===== src/design/tdfsm_pkg.sv =====
`default_nettype none

package tdfsm_pkg;

    localparam int CODE_W = 8;
    localparam int CNT_W  = 4;
    localparam int EV_W   = 2;
    localparam int APB_AW = 3;
    localparam int APB_DW = 32;
    localparam int SIU_W  = 5;

    localparam logic REG_STATES_IN_USE = 1'b0;

    typedef enum logic [1:0] {
        OP_LOAD_STATE = 2'd0,
        OP_LOAD_TRANS = 2'd1,
        OP_STEP       = 2'd2,
        OP_SET_STATE  = 2'd3
    } t_op;

    localparam logic [EV_W-1:0] EV_BUTTON   = 2'd1;
    localparam logic [EV_W-1:0] EV_ROTATION = 2'd2;
    localparam logic [EV_W-1:0] EV_TIMEOUT  = 2'd3;

    typedef enum logic [3:0] {
        ST_IDLE,
        ST_S_RD,
        ST_S_CMP,
        ST_C_RD,
        ST_C_LAT,
        ST_T_RD,
        ST_T_CMP,
        ST_N_RD,
        ST_N_LAT
    } t_ctl_state;

    typedef struct packed {
        logic accept;
        logic s_hit;
        logic s_next;
        logic c_rd;
        logic c_lat;
        logic t_hit;
        logic t_next;
        logic n_rd;
        logic finish;
    } t_dp_cmd;

    typedef struct packed {
        logic step_go;
        logic s_end;
        logic s_eq;
        logic t_end;
        logic t_eq;
    } t_dp_sts;

endpackage

`default_nettype wire


===== src/design/table_driven_event_fsm_core.sv =====
// Table-driven event state machine.
// Input channel: an operation is taken at a rising edge with i_start high
// and o_busy low. Loads of a state slot or a transition slot and setting the
// current state complete as they are taken and never raise o_busy. An event
// step with no pending event is taken and dropped likewise.
// An event step with an event raises o_busy and walks the state table, then
// the chosen slot's transitions through a single registered read port of each
// table memory; each entry is read in a read state and checked in a compare state.
// Result: o_valid pulses for one cycle right after o_busy falls; the result
// fields hold until the next result. The receiver cannot stall, and a new
// operation may be taken in the same cycle the result is shown.
// Configuration: states_in_use at APB byte address 0. The user must write it
// only while idle; the block does not enforce this.
// Reset clears the current state, states_in_use and o_valid; table memories
// are not cleared and are defined only once written.
`default_nettype none

module table_driven_event_fsm_core #(
    parameter int MAX_STATES = 16,
    parameter int MAX_TRANS  = 8
) (
    input  wire logic                         i_clk,
    input  wire logic                         i_rst_n,
    input  wire logic                         psel,
    input  wire logic                         penable,
    input  wire logic                         pwrite,
    input  wire logic [tdfsm_pkg::APB_AW-1:0] paddr,
    input  wire logic [tdfsm_pkg::APB_DW-1:0] pwdata,
    output logic [tdfsm_pkg::APB_DW-1:0]      prdata,
    output logic                              pready,
    input  wire logic                         i_start,
    output logic                              o_busy,
    input  wire logic [1:0]                   i_operation,
    input  wire logic [3:0]                   i_slot,
    input  wire logic [2:0]                   i_trans_slot,
    input  wire logic [7:0]                   i_state_code,
    input  wire logic [3:0]                   i_trans_count,
    input  wire logic [1:0]                   i_event_code,
    input  wire logic [7:0]                   i_next_state_code,
    input  wire logic                         i_button_event,
    input  wire logic signed [7:0]            i_rotation_amount,
    input  wire logic                         i_timer_event,
    output logic                              o_valid,
    output logic [1:0]                        o_chosen_event,
    output logic signed [7:0]                 o_event_rotation,
    output logic [3:0]                        o_found_state_slot,
    output logic [2:0]                        o_found_trans_slot,
    output logic [7:0]                        o_old_state,
    output logic [7:0]                        o_new_state,
    output logic                              o_state_matched,
    output logic                              o_trans_matched
);
    import tdfsm_pkg::*;

    t_dp_cmd cmd;
    t_dp_sts sts;

    tdfsm_ctrl u_ctrl (
        .i_clk   (i_clk),
        .i_rst_n (i_rst_n),
        .i_start (i_start),
        .i_sts   (sts),
        .o_cmd   (cmd),
        .o_busy  (o_busy)
    );

    tdfsm_dp #(
        .MAX_STATES (MAX_STATES),
        .MAX_TRANS  (MAX_TRANS)
    ) u_dp (
        .i_clk              (i_clk),
        .i_rst_n            (i_rst_n),
        .i_cmd              (cmd),
        .o_sts              (sts),
        .psel               (psel),
        .penable            (penable),
        .pwrite             (pwrite),
        .paddr              (paddr),
        .pwdata             (pwdata),
        .prdata             (prdata),
        .pready             (pready),
        .i_operation        (i_operation),
        .i_slot             (i_slot),
        .i_trans_slot       (i_trans_slot),
        .i_state_code       (i_state_code),
        .i_trans_count      (i_trans_count),
        .i_event_code       (i_event_code),
        .i_next_state_code  (i_next_state_code),
        .i_button_event     (i_button_event),
        .i_rotation_amount  (i_rotation_amount),
        .i_timer_event      (i_timer_event),
        .o_valid            (o_valid),
        .o_chosen_event     (o_chosen_event),
        .o_event_rotation   (o_event_rotation),
        .o_found_state_slot (o_found_state_slot),
        .o_found_trans_slot (o_found_trans_slot),
        .o_old_state        (o_old_state),
        .o_new_state        (o_new_state),
        .o_state_matched    (o_state_matched),
        .o_trans_matched    (o_trans_matched)
    );

endmodule

`default_nettype wire


===== src/design/tdfsm_ctrl.sv =====
`default_nettype none

module tdfsm_ctrl (
    input  wire logic              i_clk,
    input  wire logic              i_rst_n,
    input  wire logic              i_start,
    input  wire tdfsm_pkg::t_dp_sts i_sts,
    output tdfsm_pkg::t_dp_cmd     o_cmd,
    output logic                   o_busy
);
    import tdfsm_pkg::*;

    t_ctl_state r_state;
    t_ctl_state n_state;

    always_ff @(posedge i_clk) begin
        if (!i_rst_n) begin
            r_state <= ST_IDLE;
        end else begin
            r_state <= n_state;
        end
    end

    always_comb begin
        n_state = r_state;
        case (r_state)
            ST_IDLE: begin
                if (i_start && i_sts.step_go) n_state = ST_S_RD;
            end
            ST_S_RD: begin
                n_state = i_sts.s_end ? ST_C_RD : ST_S_CMP;
            end
            ST_S_CMP: begin
                n_state = i_sts.s_eq ? ST_C_RD : ST_S_RD;
            end
            ST_C_RD:  n_state = ST_C_LAT;
            ST_C_LAT: n_state = ST_T_RD;
            ST_T_RD: begin
                n_state = i_sts.t_end ? ST_N_RD : ST_T_CMP;
            end
            ST_T_CMP: begin
                n_state = i_sts.t_eq ? ST_N_RD : ST_T_RD;
            end
            ST_N_RD:  n_state = ST_N_LAT;
            ST_N_LAT: n_state = ST_IDLE;
            default:  n_state = ST_IDLE;
        endcase
    end

    always_comb begin
        o_cmd  = '0;
        o_busy = 1'b1;
        case (r_state)
            ST_IDLE: begin
                o_busy       = 1'b0;
                o_cmd.accept = i_start;
            end
            ST_S_CMP: begin
                o_cmd.s_hit  = i_sts.s_eq;
                o_cmd.s_next = !i_sts.s_eq;
            end
            ST_C_RD:  o_cmd.c_rd = 1'b1;
            ST_C_LAT: o_cmd.c_lat = 1'b1;
            ST_T_CMP: begin
                o_cmd.t_hit  = i_sts.t_eq;
                o_cmd.t_next = !i_sts.t_eq;
            end
            ST_N_RD:  o_cmd.n_rd = 1'b1;
            ST_N_LAT: o_cmd.finish = 1'b1;
            default: begin
                o_busy = 1'b1;
            end
        endcase
    end

endmodule

`default_nettype wire


===== src/design/tdfsm_dp.sv =====
`default_nettype none

module tdfsm_dp #(
    parameter int MAX_STATES = 16,
    parameter int MAX_TRANS  = 8
) (
    input  wire logic                              i_clk,
    input  wire logic                              i_rst_n,
    input  wire tdfsm_pkg::t_dp_cmd                i_cmd,
    output tdfsm_pkg::t_dp_sts                     o_sts,
    input  wire logic                              psel,
    input  wire logic                              penable,
    input  wire logic                              pwrite,
    input  wire logic [tdfsm_pkg::APB_AW-1:0]      paddr,
    input  wire logic [tdfsm_pkg::APB_DW-1:0]      pwdata,
    output logic [tdfsm_pkg::APB_DW-1:0]           prdata,
    output logic                                   pready,
    input  wire logic [1:0]                        i_operation,
    input  wire logic [3:0]                        i_slot,
    input  wire logic [2:0]                        i_trans_slot,
    input  wire logic [7:0]                        i_state_code,
    input  wire logic [3:0]                        i_trans_count,
    input  wire logic [1:0]                        i_event_code,
    input  wire logic [7:0]                        i_next_state_code,
    input  wire logic                              i_button_event,
    input  wire logic signed [7:0]                 i_rotation_amount,
    input  wire logic                              i_timer_event,
    output logic                                   o_valid,
    output logic [1:0]                             o_chosen_event,
    output logic signed [7:0]                      o_event_rotation,
    output logic [3:0]                             o_found_state_slot,
    output logic [2:0]                             o_found_trans_slot,
    output logic [7:0]                             o_old_state,
    output logic [7:0]                             o_new_state,
    output logic                                   o_state_matched,
    output logic                                   o_trans_matched
);
    import tdfsm_pkg::*;

    localparam int SW    = $clog2(MAX_STATES);
    localparam int TW    = (MAX_TRANS > 1) ? $clog2(MAX_TRANS) : 1;
    localparam int SCW   = SW + 1;
    localparam int TCW   = TW + 1;
    localparam int DEPTH = MAX_STATES * MAX_TRANS;
    localparam int AW    = (DEPTH > 1) ? $clog2(DEPTH) : 1;
    localparam int SWW   = CODE_W + CNT_W;
    localparam int TWW   = EV_W + CODE_W;

    logic [SWW-1:0] state_mem [0:MAX_STATES-1];
    logic [TWW-1:0] trans_mem [0:DEPTH-1];

    logic [SIU_W-1:0]      r_siu;
    logic [CODE_W-1:0]     r_cur;
    logic [CODE_W-1:0]     r_old;
    logic [EV_W-1:0]       r_ev;
    logic signed [7:0]     r_rot;
    logic [SCW-1:0]        r_scnt;
    logic [SCW-1:0]        r_slim;
    logic [SW-1:0]         r_sidx;
    logic                  r_smatch;
    logic [TCW-1:0]        r_tcnt;
    logic [TCW-1:0]        r_tlim;
    logic [TW-1:0]         r_tidx;
    logic                  r_tmatch;
    logic [SWW-1:0]        r_sword;
    logic [TWW-1:0]        r_tword;

    logic                  cfg_wr;
    logic [8:0]            slot_w;
    logic [5:0]            ts_w;
    logic [SW-1:0]         slot_idx;
    logic [TW-1:0]         ts_idx;
    logic                  s_we;
    logic                  t_we;
    logic [AW-1:0]         t_waddr;
    logic [SW-1:0]         s_raddr;
    logic [AW-1:0]         t_raddr;
    logic [TW-1:0]         t_rsel;
    logic                  any_event;
    logic [EV_W-1:0]       ev_pick;
    logic [8:0]            siu_w;
    logic [8:0]            slim_w;
    logic [5:0]            cnt_w;
    logic [5:0]            tlim_w;

    assign pready = 1'b1;
    assign cfg_wr = psel && penable && pwrite && (paddr[2] == REG_STATES_IN_USE);
    assign prdata = (paddr[2] == REG_STATES_IN_USE) ? APB_DW'(r_siu) : '0;

    assign slot_w   = 9'(i_slot);
    assign ts_w     = 6'(i_trans_slot);
    assign slot_idx = slot_w[SW-1:0];
    assign ts_idx   = ts_w[TW-1:0];
    assign s_we     = i_cmd.accept && (t_op'(i_operation) == OP_LOAD_STATE)
                      && (slot_w < 9'(MAX_STATES));
    assign t_we     = i_cmd.accept && (t_op'(i_operation) == OP_LOAD_TRANS)
                      && (slot_w < 9'(MAX_STATES)) && (ts_w < 6'(MAX_TRANS));
    assign t_waddr  = AW'(slot_idx) * AW'(MAX_TRANS) + AW'(ts_idx);

    assign s_raddr  = i_cmd.c_rd ? r_sidx : r_scnt[SW-1:0];
    assign t_rsel   = i_cmd.n_rd ? r_tidx : r_tcnt[TW-1:0];
    assign t_raddr  = AW'(r_sidx) * AW'(MAX_TRANS) + AW'(t_rsel);

    assign any_event = i_button_event || (i_rotation_amount != 8'sd0) || i_timer_event;

    always_comb begin
        if (i_button_event) begin
            ev_pick = EV_BUTTON;
        end else if (i_rotation_amount != 8'sd0) begin
            ev_pick = EV_ROTATION;
        end else begin
            ev_pick = EV_TIMEOUT;
        end
    end

    assign siu_w  = 9'(r_siu);
    assign slim_w = (siu_w > 9'(MAX_STATES)) ? 9'(MAX_STATES) : siu_w;
    assign cnt_w  = 6'(r_sword[CNT_W-1:0]);
    assign tlim_w = (cnt_w > 6'(MAX_TRANS)) ? 6'(MAX_TRANS) : cnt_w;

    assign o_sts.step_go = (t_op'(i_operation) == OP_STEP) && any_event;
    assign o_sts.s_end   = (r_scnt == r_slim);
    assign o_sts.s_eq    = (r_sword[SWW-1:CNT_W] == r_old);
    assign o_sts.t_end   = (r_tcnt == r_tlim);
    assign o_sts.t_eq    = (r_tword[TWW-1:CODE_W] == r_ev);

    always_ff @(posedge i_clk) begin
        if (s_we) begin
            state_mem[slot_idx] <= {i_state_code, i_trans_count};
        end
        r_sword <= state_mem[s_raddr];
    end

    always_ff @(posedge i_clk) begin
        if (t_we) begin
            trans_mem[t_waddr] <= {i_event_code, i_next_state_code};
        end
        r_tword <= trans_mem[t_raddr];
    end

    always_ff @(posedge i_clk) begin
        if (!i_rst_n) begin
            r_siu   <= '0;
            r_cur   <= '0;
            o_valid <= 1'b0;
        end else begin
            if (cfg_wr) r_siu <= pwdata[SIU_W-1:0];
            if (i_cmd.accept && (t_op'(i_operation) == OP_SET_STATE)) r_cur <= i_state_code;
            if (i_cmd.finish) r_cur <= r_tword[CODE_W-1:0];
            o_valid <= i_cmd.finish;
        end
    end

    always_ff @(posedge i_clk) begin
        if (i_cmd.accept && o_sts.step_go) begin
            r_old    <= r_cur;
            r_ev     <= ev_pick;
            r_rot    <= (ev_pick == EV_ROTATION) ? i_rotation_amount : 8'sd0;
            r_scnt   <= '0;
            r_slim   <= SCW'(slim_w);
            r_sidx   <= '0;
            r_smatch <= 1'b0;
            r_tidx   <= '0;
            r_tmatch <= 1'b0;
        end
        if (i_cmd.s_next) r_scnt <= r_scnt + SCW'(1);
        if (i_cmd.s_hit) begin
            r_sidx   <= r_scnt[SW-1:0];
            r_smatch <= 1'b1;
        end
        if (i_cmd.c_lat) begin
            r_tcnt <= '0;
            r_tlim <= TCW'(tlim_w);
        end
        if (i_cmd.t_next) r_tcnt <= r_tcnt + TCW'(1);
        if (i_cmd.t_hit) begin
            r_tidx   <= r_tcnt[TW-1:0];
            r_tmatch <= 1'b1;
        end
        if (i_cmd.finish) begin
            o_chosen_event     <= r_ev;
            o_event_rotation   <= r_rot;
            o_found_state_slot <= 4'(r_sidx);
            o_found_trans_slot <= 3'(r_tidx);
            o_old_state        <= r_old;
            o_new_state        <= r_tword[CODE_W-1:0];
            o_state_matched    <= r_smatch;
            o_trans_matched    <= r_tmatch;
        end
    end

endmodule

`default_nettype wire


===== config.mk =====
export PLATFORM = sky130hd
export DESIGN_NAME = table_driven_event_fsm_core
export DESIGN_NICKNAME = d
export VERILOG_FILES = /design/src/design/tdfsm_pkg.sv /design/src/design/table_driven_event_fsm_core.sv /design/src/design/tdfsm_ctrl.sv /design/src/design/tdfsm_dp.sv
export SDC_FILE = /design/constraint.sdc
export NUM_CORES = 2
export LEC_CHECK = 0
export ABC_AREA = 1
export BUFFER_PORTS_ARGS = -buffer_cell sky130_fd_sc_hd__buf_2
export CORE_ASPECT_RATIO = 2
export CORE_MARGIN = 2
export CORE_UTILIZATION = 40
export DETAILED_ROUTE_END_ITERATION = 7
export GPL_ROUTABILITY_DRIVEN = 0
export GPL_TIMING_DRIVEN = 1
export PLACE_DENSITY_LB_ADDON = 0.1
export SYNTH_ARGS = -nofsm -noshare
export SYNTH_HDL_FRONTEND = slang
export SYNTH_HIERARCHICAL = 1
export SYNTH_SLANG_ARGS = --single-unit
export TNS_END_PERCENT = 100

===== constraint.sdc =====
create_clock -name i_clk -period 6.1 [get_ports i_clk]
set_input_delay 0 -clock i_clk [delete_from_list [all_inputs] [get_ports i_clk]]
set_output_delay 0 -clock i_clk [all_outputs]
set_load 0.02 [all_outputs]

==> results.json <==
{
  "rsz0062_at_grt": "false",
  "rr_endpoint": "u_dp/trans_mem[23][4]",
  "hold_viol": 0,
  "drive_gt1_frac": 0.0719,
  "crit_path_end_kind": "flip-flop",
  "slew_headroom": 0.177,
  "path_cells": "nor2_4, nand2_1, nor2_1, nand2_1, nor2_1, nand4_1, buf_4, nor2_1",
  "holdCritStartpoint": "i_trans_slot[2]",
  "holdWs_ns": 0.0436,
  "hold_depth": 5,
  "antenna_found_initial": 3,
  "row_count": 215,
  "cts_buffers": 152,
  "synth.most_common_cell": "edfxtp_1",
  "final_nets": 6738,
  "fin_util": 0.453,
  "finalWirelength_um": 199000,
  "die_w_um": 298,
  "reg2reg_from": "u_ctrl/r_state[3]",
  "wire_per_inst_um": 22.0,
  "ios": 152,
  "status": "completed",
  "worst_slew_pin_slew_ns": 1.23,
  "routed_via_density": 4.95,
  "vias": 44746,
  "avgSynthCellArea_um2": 10.6,
  "synth_common_cells": "edfxtp_1, nand2_1, nand3_1",
  "fin_crit_sh": 0.713,
  "min_period_ns": 4.35,
  "dpl_cell_area_um2": 72100,
  "fin_setup_tns_ns": 0,
  "finalMaxSlewViolations": 0,
  "synth_area_um2": 69000,
  "grt_pass1_wl_um": 289000,
  "r2r_setup_slack_ns": 1.75,
  "cts_sinks": 1592,
  "fmax_mhz": 230,
  "cts.htree.levels": 4,
  "portBuffers": 94,
  "die_area_um2": 176000,
  "critical_path_class": "reg -> reg",
  "start_util": 0.403,
  "insertion_delay_ns": 0.80,
  "grtUsageTotal": 0.223,
  "async_flop_share": 0,
  "ys_seq_area_frac": 0.687,
  "post_cts_resized": 0,
  "synth-edff-count": 1550,
  "p_leak_nw": 31.8,
  "cp_num_cells": 8,
  "drv_cap": 0,
  "path_buf_inv": 1,
  "p_per_area_nw_per_um2": 281,
  "post-route-cell-area_um2": 77600,
  "ys_top_cells_by_area": "edfxtp_1, nand3_1, nand2_1, inv_1, buf_2",
  "place_hpwl_um": 121000,
  "syn_inst": 6523,
  "ys_types": 42,
  "path_clk_slew_ns": 0.06,
  "ys_warn_count": 6,
  "ys_ff_latch": 1592,
  "synth_top_cell_area_share": 0.675,
  "arrival_ns": 4.75,
  "worstPathRequired_ns": 6.51,
  "skew_ns": 0.0387,
  "holdBufCountCts": 77,
  "post-cts-setup-buffer-count": 0,
  "critPathLaunchType": "flip-flop",
  "drc": 0,
  "clk_path_buf_depth": 4,
  "setup_viol": 0,
  "synth_flop_cell": "edfxtp_1",
  "crit_family": "simple AND/OR/NAND/NOR gates",
  "first_iter_violations": 3295,
  "worstPathMaxFanout": 11,
  "cts_tree": "yes",
  "grt-ovfl-total": 0,
  "power_mw": 21.8,
  "area_growth_pct": 12.4,
  "holdPathEnd": "u_dp/trans_mem[97][7]",
  "coreArea_um2": 171000,
  "path_common_cell": "nor2_1",
  "synth_area_leader_cell": "edfxtp_1",
  "ant_nets": 0,
  "firstDrtPassIters": 5,
  "peakVddDrop_mv": 0.212,
  "worst_r2r_path_depth": 8,
  "cpPeakStageDelay_ns": 0.90,
  "root_buffer": "clkbuf_16",
  "cp_slowest_cell": "nand4_1",
  "hp-class": "in -> reg",
  "grt_max_degree": 148,
  "grt_pass1_vias": 43742,
  "die_h_um": 591
}
per-stage QoR:
stage          cells  setup WS (ns)
2_1_floorplan   6549           1.72
6_report        9043           1.75
3_5_place_dp    8701           1.81
5_1_grt         9042           1.54
3_3_place_gp    8701           1.89
4_1_cts         9037           1.80
power by group:
group	internal (mW)	total, mW	switching [mW]
Combinational	0.113	0.539	0.426
Sequential	12.0	12.0	0.0196
Clock	5.17	9.20	4.03
Total	17.3	21.8	4.47
registers in the layout, summed over array words and instances, names as in the netlist, 5 cells and up:
register	count
u_dp/trans_mem	1280
u_dp/state_mem	192
u_dp/r_sword	12
u_dp/r_tword	10
u_dp/o_event_rotation	8
u_dp/o_new_state	8
u_dp/o_old_state	8
u_dp/r_cur	8
u_dp/r_old	8
u_dp/r_rot	8
u_dp/r_scnt	5
u_dp/r_siu	5
u_dp/r_slim	5
routing by layer:
layer / vias to the layer above / share of wire / GRT usage
met5: - / 0 / 0
met4: 0 / 0.057 / 0.118
met3: 359 / 0.036 / 0.0198
met2: 1079 / 0.54 / 0.423
met1: 21684 / 0.37 / 0.245
li1: 21624 / - / -
worst max path at each step:
| stage | from | to | slack (ns) |
|---|---|---|---|
| 2_1_floorplan | u_ctrl/r_state[0] | u_dp/r_cur[5] | 1.72 |
| 3_3_place_gp | u_ctrl/r_state[2] | u_dp/trans_mem[23][6] | 1.89 |
| 3_5_place_dp | u_ctrl/r_state[3] | u_dp/trans_mem[23][5] | 1.81 |
| 4_1_cts | u_ctrl/r_state[3] | u_dp/trans_mem[23][7] | 1.80 |
| 5_1_grt | u_ctrl/r_state[3] | u_dp/trans_mem[23][7] | 1.54 |
| 6_report | u_ctrl/r_state[3] | u_dp/trans_mem[23][4] | 1.75 |
layout make-up:
type / instances / area, µm²
fillers: 15843 / 93800
flip-flops and latches: 1592 / 47400
multi-input cells: 3292 / 15100
inverters: 1291 / 4850
clock buffers: 194 / 4070
well taps: 2278 / 2850
repair buffers: 325 / 2750
clock inverters: 65 / 606
diodes: 6 / 15.0
logic make-up (layout without fill, tap and decap cells):
group,count (synthesis),after routing,share of synthesized area
DFF,1592,1592,0.687
other,2,34,0.000109
adders and majority gates,2,2,0.000363
AOI/OAI and AO/OA,210,210,0.0175
xor gates and xnor gates,15,15,0.00190
and+or+nand+nor,3037,3037,0.195
buffers and inverters,1665,1875,0.0979
tightest hold or removal path: stages:
cell,delay [ns]
buf_2,0.12
nor2_1,0.08
nand3_2,0.20
nor2_1,0.06
buf_4,0.19
cell usage in the layout (no fill, tap or decap), types with 3 or more instances in the layout:
cell type,count
clkinv_1,28
nand2_1,1381
inv_6,3
buf_4,131
clkbuf_1,36
conb_1,28
buf_12,23
inv_1,1278
clkinvlp_4,8
nor2_4,3
o221ai_1,9
clkbuf_16,156
a31oi_1,8
clkinv_2,19
nand4_1,5
nand2_8,3
dfxtp_1,42
inv_2,7
dlygate4sd3_1,77
nor2_2,5
or2_2,3
diode_2,6
o21ai_0,79
nand3_1,1349
bufinv_16,11
buf_2,84
a21oi_1,70
xor2_1,7
nor2_1,192
nor4_1,3
buf_6,10
nand3b_1,80
edfxtp_1,1550
xnor2_1,8
nand3_2,6
o211ai_1,32
No activity file was read; power rests on OpenSTA's default activity.
